--- src/rtl/etf_queue.sv ---
// Small first-in first-out queue between the front end and the iteration engine.
// Uses nothing but its own parameters.
`timescale 1ns / 1ps
`default_nettype none

module etf_queue #(
  parameter int unsigned Width = 8,
  parameter int unsigned Depth = 2
) (
  input  wire logic             clk_i,
  input  wire logic             rst_ni,
  input  wire logic             push_valid_i,
  output logic                  push_ready_o,
  input  wire logic [Width-1:0] push_data_i,
  output logic                  pop_valid_o,
  input  wire logic             pop_ready_i,
  output logic      [Width-1:0] pop_data_o
);

  localparam int unsigned PtrWidth = (Depth > 1) ? $clog2(Depth) : 1;
  localparam int unsigned CntWidth = $clog2(Depth + 1);
  localparam logic [PtrWidth-1:0] LastPtr = PtrWidth'(Depth - 1);
  localparam logic [CntWidth-1:0] FullCnt = CntWidth'(Depth);

  logic [Width-1:0]    mem_q [Depth];
  logic [PtrWidth-1:0] wr_ptr_q, rd_ptr_q;
  logic [CntWidth-1:0] cnt_q;
  logic                do_push, do_pop;

  assign push_ready_o = (cnt_q != FullCnt);
  assign pop_valid_o  = (cnt_q != '0);
  assign pop_data_o   = mem_q[rd_ptr_q];
  assign do_push      = push_valid_i && push_ready_o;
  assign do_pop       = pop_valid_o && pop_ready_i;

  always_ff @(posedge clk_i or negedge rst_ni) begin
    if (!rst_ni) begin
      wr_ptr_q <= '0;
      rd_ptr_q <= '0;
      cnt_q    <= '0;
    end else begin
      if (do_push) begin
        wr_ptr_q <= (wr_ptr_q == LastPtr) ? '0 : wr_ptr_q + 1'b1;
      end
      if (do_pop) begin
        rd_ptr_q <= (rd_ptr_q == LastPtr) ? '0 : rd_ptr_q + 1'b1;
      end
      if (do_push && !do_pop) begin
        cnt_q <= cnt_q + 1'b1;
      end else if (do_pop && !do_push) begin
        cnt_q <= cnt_q - 1'b1;
      end
    end
  end

  always_ff @(posedge clk_i) begin
    if (do_push) begin
      mem_q[wr_ptr_q] <= push_data_i;
    end
  end

endmodule

`default_nettype wire

--- config.mk ---
export PLATFORM = sky130hd
export DESIGN_NAME = etf_queue
export DESIGN_NICKNAME = d
export VERILOG_FILES = /design/src/rtl/etf_queue.sv
export SDC_FILE = /design/constraint.sdc
export NUM_CORES = 1
export LEC_CHECK = 0
export BUFFER_PORTS_ARGS = -buffer_cell sky130_fd_sc_hd__buf_2
export CORE_ASPECT_RATIO = 0.75
export CORE_MARGIN = 5
export CORE_UTILIZATION = 45
export DETAILED_ROUTE_END_ITERATION = 7
export GPL_TIMING_DRIVEN = 1
export PLACE_DENSITY_LB_ADDON = 0.08
export SLEW_MARGIN = 20
export SYNTH_ARGS = -nofsm -noshare
export SYNTH_HDL_FRONTEND = slang
export SYNTH_SLANG_ARGS = --single-unit
--- constraint.sdc ---
create_clock -name clk_i -period 2.7 [get_ports clk_i]
set_input_delay 0.135 -clock clk_i [delete_from_list [all_inputs] [get_ports clk_i]]
set_output_delay 0.135 -clock clk_i [all_outputs]
set_load 0.01 [all_outputs]
==> results.md <==
* Max Clock Freq at 645 MHz
* Critical path depth in cells at 2
* Leak at 0.417 nW
* Leading cell types in the layout, fill and taps excluded: 21 x sky130_fd_sc_hd__buf_2, 16 x sky130_fd_sc_hd__edfxtp_1, 8 x sky130_fd_sc_hd__mux2_2
* Kind of critical path: reg -> out
* Number of buffer cells added on primary ports at 21
* Leading cell type in the layout, fill and taps excluded: sky130_fd_sc_hd__buf_2
* Overall Global Routing Usage at 0.111
* Depth of the worst register-to-register path at 3
* Total vias in the final route at 427
* Warnings, synthesis at 0
* Width of the chip at 58.3 um
* Initial DRC Count at 3
* Period Utilization, post-route at 0.574
* Final standard cell area without fillers at 1020 sq um
* Antenna viol nets, final at 0
* Synthesized area divided by synthesized cell count at 18.3 sq um
* Std-Cell Core Area at 1690 sq um
* Cell area after placement at 915 sq um
* Initial DRT Pass Iterations at 2
* Largest net degree at the start of global routing at 13
* Tightest Hold Check Type: in -> reg
* Shortest clock period the worst path allows after layout at 1550 ps
* Number of nets in the finished design at 86
* Global route overflow at 0
* Max rail drop VDD at 0.764 mV
* Slack of the worst reg-to-reg path at 1180 ps
* Slew Limit Headroom at 0.595
* Critical path, cell by cell: mux2_2 > buf_2
* Data required time at the worst endpoint at 2570 ps
* Number of standard cells in the layout, taps in and fillers out at 94
* Startpoint kind of the worst setup timing path: register
* Number of sinks handled by clock tree synthesis at 20
* Fin. Hold Viols at 0
* Critical path startpoint: rd_ptr_q$_DFFE_PN0P_
* Max cap viols at 0
* Die Footprint at 2690 sq um
* Detailed-placement wirelength estimate at 918 um
* Worst reg2reg startpoint: cnt_q[0]$_DFFE_PN0P_
* Placer's final routability congestion estimate at 0.774
* Bufs on Longest Clock Path at 2
* Worst setup skew after layout at 3.25 ps
* Total length of routed wires at 1200 um
* Via count normalized by instance count at 4.54
* Antenna cell count at 0
* DIE HEIGHT at 46.2 um
* Result of the run: complete, no violations
* Wire length of the first global-routing pass at 2100 um
* Total power divided by cell area at 1050 nW/um^2
* Actual slew at the worst max-slew pin at 605 ps
* Register bit total from synthesis at 20
* RSZ-0062 raised after global routing: false
* Critical path data arrival time at 1420 ps
* Crit path to: pop_data_o[0]
* Via count of the first global-routing pass at 458
* Final sum of negative setup slack at 0 ps
* Clock tree from TritonCTS: done
* Number of placed instances with taps included at 85
* Peak fanout along the critical path at 9
* Number of instances in the synthesized netlist at 43
* Reg2Reg Capture Point: mem_q[0][1]$_DFFE_PP_
* Critical Path Max Stage Delay at 590 ps
* Clock edge transition at the registers on the reported setup and hold paths at 100 ps
* Synthesis-to-layout area growth at 29.3%
* Cell type of the slowest stage on the worst timing path: sky130_fd_sc_hd__dfrtp_1
* Initial cell density of the core at 0.465
* Clock buffers created by TritonCTS at 3
* Top Family by Delay on Critical Path: flip-flops
* Final setup vio count at 0
* Total standard cell area after synthesis at 787 sq um
* Nets in the synthesized netlist at 56
* Max H-tree Level at 1
* Layout cells sized above 1 at 0.500
* Capturing element type of the critical path: output port
* Standard-cell row count at 13
* Number of distinct library cells after synthesis at 14
* # resized after CTS at 0
* Seq/Total Area, Yosys at 0.738
* Average wire per standard cell at 12.8 um
* Number of top-level pins at 22
* Pins Over Slew Limit at 0
* DRC viols at 0
* Antenna violations before repair at 0
* Number of buffer and inverter stages on the critical path at 1
* Clock root cell: sky130_fd_sc_hd__clkbuf_4
* Clock latency at the later pin of the worst-skew pair at 290 ps
==> cells by family after synthesis <==
family                   share of synthesized area
XOR/XNOR                                    0.0557
adder cells (fa/ha/maj)                     0.0159
buffers and inverters                       0.0111
flip-flops                                   0.738
multiplexers                                 0.114
AND/OR/NAND/NOR                             0.0652
==> stage by stage <==
stage	util	power [mW]	setup slack, ps	hold slack, ps
floorplan	-	0.737	1310	-161
global placement	0.541	0.846	1200	-51.2
detailed placement	0.541	0.846	1180	-48.8
CTS	0.578	1.08	1130	20.1
global route	0.601	1.15	1060	5.79
finish	0.601	1.07	1150	28.9
==> power by group <==
part           total [mW]  switching (mW)  internal, mW
registers           0.496          0.0651         0.431
clock network       0.232          0.0826         0.150
logic               0.343           0.157         0.185
==> worst min-delay path by stage <==
stage | from | slack (ps) | cells past startpoint | end
after floorplan | rst_ni | -160 | 0 | cnt_q[0]$_DFFE_PN0P_
after global routing | push_data_i[4] | 6 | 1 | mem_q[0][4]$_DFFE_PP_
after global placement | rst_ni | -50 | 1 | rd_ptr_q$_DFFE_PN0P_
after detailed placement | rst_ni | -50 | 1 | rd_ptr_q$_DFFE_PN0P_
final | push_data_i[5] | 30 | 1 | mem_q[1][5]$_DFFE_PP_
after CTS | push_data_i[6] | 20 | 1 | mem_q[0][6]$_DFFE_PP_
==> state kept, by name (all words and copies together) (netlist names) <==
register	count
mem_q	16
cnt_q	2
rd_ptr_q	1
wr_ptr_q	1
==> worst register-to-register path, cell delays in order, from the launching register on <==
cell and delay (ps):
sky130_fd_sc_hd__dfrtp_1 430, sky130_fd_sc_hd__nand2b_4 160, sky130_fd_sc_hd__nand2_1 100, sky130_fd_sc_hd__nor2_1 480
==> layout make-up <==
| class | instances | area, sq um |
|---|---|---|
| Fill cell | 143 | 674 |
| Sequential cell | 20 | 581 |
| Multi-Input combinational cell | 21 | 198 |
| Timing Repair Buffer | 26 | 155 |
| Clock inverter | 1 | 30.0 |
| Tap cell | 22 | 27.5 |
| Clock buffer | 3 | 22.5 |
| Inverter | 1 | 3.75 |
==> synthesized netlist by cell type <==
library cell               number  area (sq um)
sky130_fd_sc_hd__and3_1         1          6.26
sky130_fd_sc_hd__buf_2          1          5.00
sky130_fd_sc_hd__dfrtp_1        4           100
sky130_fd_sc_hd__edfxtp_1      16           480
sky130_fd_sc_hd__ha_1           1          12.5
sky130_fd_sc_hd__inv_1          1          3.75
sky130_fd_sc_hd__mux2_2         8          90.1
sky130_fd_sc_hd__nand2_1        1          3.75
sky130_fd_sc_hd__nand2_4        1          11.3
sky130_fd_sc_hd__nand2b_4       1          13.8
sky130_fd_sc_hd__nor2_1         2          7.51
sky130_fd_sc_hd__or2_4          1          8.76
sky130_fd_sc_hd__xnor2_1        3          26.3
sky130_fd_sc_hd__xor2_1         2          17.5
==> metal layers <==
layer / GRT usage / part of all wire
met2: 0.198 / 0.54
met4: 0.0139 / 0
met1: 0.126 / 0.39
met3: 0.0532 / 0.063
met5: 0 / 0
==> timing repair <==
item / in CTS / in global routing
buffers inserted: 0 / 0
hold endpoints to repair: 4 / 8
hold buffers: 1 / 4
Note: power is estimated with default switching activity, not from simulation.
