## config.mk

```make
export PLATFORM = sky130hd
export DESIGN_NAME = etf_front
export DESIGN_NICKNAME = d
export VERILOG_FILES = /design/src/rtl/etf_pkg.sv /design/src/rtl/etf_front.sv
export SDC_FILE = /design/constraint.sdc
export NUM_CORES = 1
export LEC_CHECK = 0
export BUFFER_PORTS_ARGS = -buffer_cell sky130_fd_sc_hd__buf_2
export CORE_MARGIN = 2
export CORE_UTILIZATION = 35
export CTS_BUF_LIST = sky130_fd_sc_hd__clkbuf_8
export DETAILED_ROUTE_END_ITERATION = 16
export PLACE_DENSITY = 0.65
export SLEW_MARGIN = 25
export SYNTH_ARGS = -nofsm -noshare
export SYNTH_HDL_FRONTEND = slang
export SYNTH_SLANG_ARGS = --single-unit
```

## constraint.sdc

```tcl
create_clock -name clk_i -period 1.25 [get_ports clk_i]
set_input_delay 0.125 -clock clk_i [delete_from_list [all_inputs] [get_ports clk_i]]
set_output_delay 0.125 -clock clk_i [all_outputs]
set_load 0.01 [all_outputs]
```

## src/rtl/etf_pkg.sv

```systemverilog
// Package for the escape-time fractal iterator: job record, formats and register indexes.
// No dependencies; imported by every module of the block but etf_queue.
`timescale 1ns / 1ps
`default_nettype none

package etf_pkg;

  localparam int unsigned CoordWidth    = 32;
  localparam int unsigned CoordFracBits = 28;
  localparam int unsigned MagWidth      = 64;
  localparam int unsigned MagOutWidth   = 63;
  localparam int unsigned LimitWidth    = 16;
  localparam int unsigned CountWidth    = 16;
  localparam int unsigned CfgIdxWidth   = 2;
  localparam int unsigned CfgDataWidth  = 32;
  localparam int unsigned QueueDepth    = 2;

  localparam logic [MagWidth-1:0] MagFour = 64'd4 << (2 * CoordFracBits);

  localparam logic [CfgIdxWidth-1:0] RegJuliaMode = 2'd0;
  localparam logic [CfgIdxWidth-1:0] RegJuliaRe   = 2'd1;
  localparam logic [CfgIdxWidth-1:0] RegJuliaIm   = 2'd2;
  localparam logic [CfgIdxWidth-1:0] RegIterLimit = 2'd3;

  localparam logic [LimitWidth-1:0] IterLimitReset = 16'd256;

  typedef struct packed {
    logic signed [CoordWidth-1:0] x;
    logic signed [CoordWidth-1:0] y;
    logic signed [CoordWidth-1:0] cr;
    logic signed [CoordWidth-1:0] ci;
    logic        [LimitWidth-1:0] limit;
  } etf_job_t;

endpackage

`default_nettype wire

```

## src/rtl/etf_front.sv

```systemverilog
// Front end: configuration registers, input stream acceptance and job set-up by mode.
// Depends on etf_pkg.
`timescale 1ns / 1ps
`default_nettype none

module etf_front import etf_pkg::*; #(
  parameter int unsigned CountW = CountWidth
) (
  input  wire logic                    clk_i,
  input  wire logic                    rst_ni,
  input  wire logic                    cfg_we_i,
  input  wire logic [CfgIdxWidth-1:0]  cfg_index_i,
  input  wire logic [CfgDataWidth-1:0] cfg_data_i,
  input  wire logic                    s_axis_tvalid,
  output logic                         s_axis_tready,
  input  wire logic [63:0]             s_axis_tdata,
  output logic                         job_valid_o,
  input  wire logic                    job_ready_i,
  output etf_job_t                     job_o
);

  localparam logic [31:0] CountMax = 32'((64'd1 << CountW) - 64'd1);

  logic                         julia_mode_q;
  logic signed [CoordWidth-1:0] julia_re_q, julia_im_q;
  logic [LimitWidth-1:0]        iter_limit_q;
  logic signed [CoordWidth-1:0] point_re, point_im;
  logic [LimitWidth-1:0]        limit_sat;

  always_ff @(posedge clk_i or negedge rst_ni) begin
    if (!rst_ni) begin
      julia_mode_q <= 1'b0;
      julia_re_q   <= '0;
      julia_im_q   <= '0;
      iter_limit_q <= IterLimitReset;
    end else if (cfg_we_i) begin
      case (cfg_index_i)
        RegJuliaMode: julia_mode_q <= cfg_data_i[0];
        RegJuliaRe:   julia_re_q   <= cfg_data_i[CoordWidth-1:0];
        RegJuliaIm:   julia_im_q   <= cfg_data_i[CoordWidth-1:0];
        RegIterLimit: iter_limit_q <= cfg_data_i[LimitWidth-1:0];
        default: ;
      endcase
    end
  end

  assign point_re = s_axis_tdata[31:0];
  assign point_im = s_axis_tdata[63:32];

  always_comb begin
    limit_sat = iter_limit_q;
    if (32'(iter_limit_q) > CountMax) begin
      limit_sat = CountMax[LimitWidth-1:0];
    end
    job_o.limit = limit_sat;
    if (julia_mode_q) begin
      job_o.x  = point_re;
      job_o.y  = point_im;
      job_o.cr = julia_re_q;
      job_o.ci = julia_im_q;
    end else begin
      job_o.x  = '0;
      job_o.y  = '0;
      job_o.cr = point_re;
      job_o.ci = point_im;
    end
  end

  assign job_valid_o   = s_axis_tvalid;
  assign s_axis_tready = job_ready_i;

endmodule

`default_nettype wire

```

==> flow_metrics.tcl <==
set metrics [dict create \
    fin_worst_skew_ns 0 \
    gp_congestion 0.7119 \
    syn_area_sq_um 4258 \
    fin_crit_ns 1.671 \
    status "finished with violations" \
    yosys.area_share.simple_pct 10.34 \
    core.rowCount 40 \
    cts_sinks 81 \
    synth_mux_area_share_pct 38.35 \
    vdd_drop_max_v 0.0006893 \
    die_h_microns 114.3 \
    dp_hpwl_mm 7.681 \
    yosysTopAreaCell "dfrtp_1" \
    comb_power_share_pct 36.4 \
    p_seq_share_pct 39.3 \
    drtIter0Drc 69 \
    power_leakage_nw 3.012 \
    yosysSeqAreaShare_pct 47.63 \
    fin_ws_ns -0.4208 \
    yosys.area.top_type_share_pct 47.02 \
    cts_root_buffer "clkbuf_8" \
    die_w_microns 114.3 \
    cts_htree_levels 3 \
    synth_top_family_by_area "multiplexers" \
    worst_pin_slew_ns 0.4617 \
    slew_headroom_pct 69.22 \
    end_kind "primary output" \
    drtPass1Iterations 6 \
    cts.clk_slew.worst_paths_ns 0.09 \
    clkPwrFrac_pct 24.4 \
    max_stage_delay_ns 0.49 \
    initial_utilization_pct 35.60 \
    layout-drive-gt1-share_pct 74.30 \
    maxCapViolCount 0 \
    port_buffers 244 \
    period_share_pct 133.7 \
    syn_inst 317 \
    grt_max_degree 82 \
    num_vias 3345 \
    switching_share_pct 29.93 \
    routed_wl_mm 10.60 \
    drc 0 \
    worstPathCellList "buf_6 > mux2_2 > buf_2" \
    fin_nets 666 \
    clock_latency_ns 0.33 \
    cp_slowest_cell "dfrtp_4" \
    cp.required_ns 1.12 \
    cts_tree "built" \
    numCtsBuffers 9 \
    viasPerCell 4.678 \
    max_freq_ghz 0.5985 \
    syn2layout_area_growth_pct 40.96 \
    synth_cell_types 12 \
    routedWlPerCell_microns 14.83 \
    slew_viol_final 0 \
    synthXorXnorAreaFrac_pct 0 \
    grt_pass1_vias 3182 \
    io_pins 249 \
    cts_buffer_depth 2 \
    core-area_sq_um 11960 \
    antenna_found_initial 0 \
    dp.cells 694 \
    synthAdderAreaFrac_pct 0 \
    grtUsageTotal_pct 15.25 \
    power.internal_mw 6.053 \
    drtAntennaViolNets 0 \
    die_area_sq_um 13060 \
    gr-total-overflow 0 \
    ys_ff_latch 81 \
    synthTopCellsByArea "dfrtp_1 (47%), mux2_2 (38%), and2_1 (9.4%)" \
    violations "setup timing" \
    syn_nets 420 \
    p_per_area_nw_per_um2 1439 \
    ys.warnings.count 0 \
    synth-compound-area-share_pct 0 \
    total_power_mw 8.639 \
    avgSynthCellArea_sq_um 13.43 \
    critPathKind "flop to primary output" \
    cp.arrival_ns 1.55 \
    fin_cells 715 \
    worstSetupStartpointType "flop" \
    hold_class "input port to flop" \
    hold_ws_ns 0.02589 \
    cp_max_fo 22 \
    n_antenna_cell 0 \
    setup_viol 129 \
    power_switching_mw 2.585 \
    finalHoldViolCount 0 \
    rsz0062_at_grt "true" \
    grt_pass1_wl_mm 15.78 \
]
## sequential cells by signal, indices dropped and copies added, names as in the netlist
register and cells:
julia_im_q 32, julia_re_q 32, iter_limit_q 16, julia_mode_q 1
## cells in the final DEF (no fill, tap or decap)
master	netlist	layout
buf_12	0	4
dlygate4sd3_1	0	2
and2_1	64	63
dfstp_2	1	1
clkinv_2	0	1
nor3b_1	1	1
nand3b_2	2	2
and2_4	0	1
clkbuf_8	3	10
dfrtp_4	0	1
nand3_2	1	1
buf_6	2	4
mux2_2	145	143
clkinvlp_4	0	2
buf_4	4	4
buf_16	0	2
mux2_4	0	2
clkbuf_16	0	2
dfrtp_1	80	79
buf_2	8	240
bufinv_16	0	2
inv_1	0	1
## area by class of cell
type | count | area (sq um)
timing repair buffer | 258 | 1481
multi-input combinational | 213 | 2083
clock buffer | 10 | 137.6
sequential | 81 | 2032
tap | 147 | 183.9
fill | 1093 | 5959
clock inverter | 6 | 83.83
## cell families (layout without fill, tap and decap cells)
logic type	Yosys count	after routing
buffers and inverters	23	274
flip-flops	81	81
multiplexers	145	145
AND/OR/NAND/NOR	68	68
## worst max-delay path: cells and delay by family (launching register included)
kind                   cells  cell delay, ns
buffers and inverters      2            0.35
DFF                        1            0.49
muxes                      1            0.36
## synthesized netlist by cell type, drive strengths merged
master and count:
mux2 145, nor3b 1, nand3 1, nand3b 2, dfrtp 80, dfstp 1
and2 64, buf 14, clkbuf 9
## metrics by stage
| step | setup TNS, ns | util, % | cell area (sq um) | worst slack, ns |
|---|---|---|---|---|
| 2_1_floorplan | 0 | - | 4258 | 0.04744 |
| 3_3_place_gp | -1.783 | 47.28 | 5655 | -0.03612 |
| 3_5_place_dp | -3.168 | 47.28 | 5655 | -0.06728 |
| 4_1_cts | -45.17 | 49.54 | 5926 | -0.4667 |
| 5_1_grt | -57.74 | 50.18 | 6002 | -0.4906 |
| 6_report | -49.22 | 50.18 | 6002 | -0.4208 |
## routing by layer
metal | share of wire, % | track usage (%)
met3 | 6.2 | 3.388
met1 | 39 | 17.61
met4 | 1.4 | 5.610
met5 | 0 | 0
met2 | 53 | 27.62
## power by group through the flow
stage | registers [mW] | logic [mW] | clock network [mW]
global placement | 3.43 | 2.96 | 0
floorplan | 3.38 | 1.83 | 0
CTS | 3.39 | 3.08 | 2.19
finish | 3.39 | 3.14 | 2.10
global route | 3.46 | 3.42 | 2.31
detailed placement | 3.44 | 3.03 | 0
## final timing paths
kind	slack, ns	cells after the start	to	startpoint
setup reg to reg	-0.04	3	julia_mode_q	julia_mode_q
min in group asynchronous	0.30	3	iter_limit_q[6]	rst_ni
hold / removal	0.03	2	julia_re_q[24]	cfg_data_i[24]
hold reg to reg	0.51	1	julia_re_q[8]	julia_re_q[8]
max in group asynchronous	0.54	3	julia_mode_q	rst_ni
setup / recovery	-0.42	3	job_o[75]	julia_mode_q
## repair_timing
| action | CTS | global route |
|---|---|---|
| resized for setup | 6 | 3 |
| buffers inserted | 0 | 1 |
| endpoints found under the hold margin | 81 | 0 |
| endpoints found under the setup margin | 128 | 128 |
| cloned | 0 | 2 |
| hold buffers | 2 | 0 |
Power figures use the tool's default switching activity.
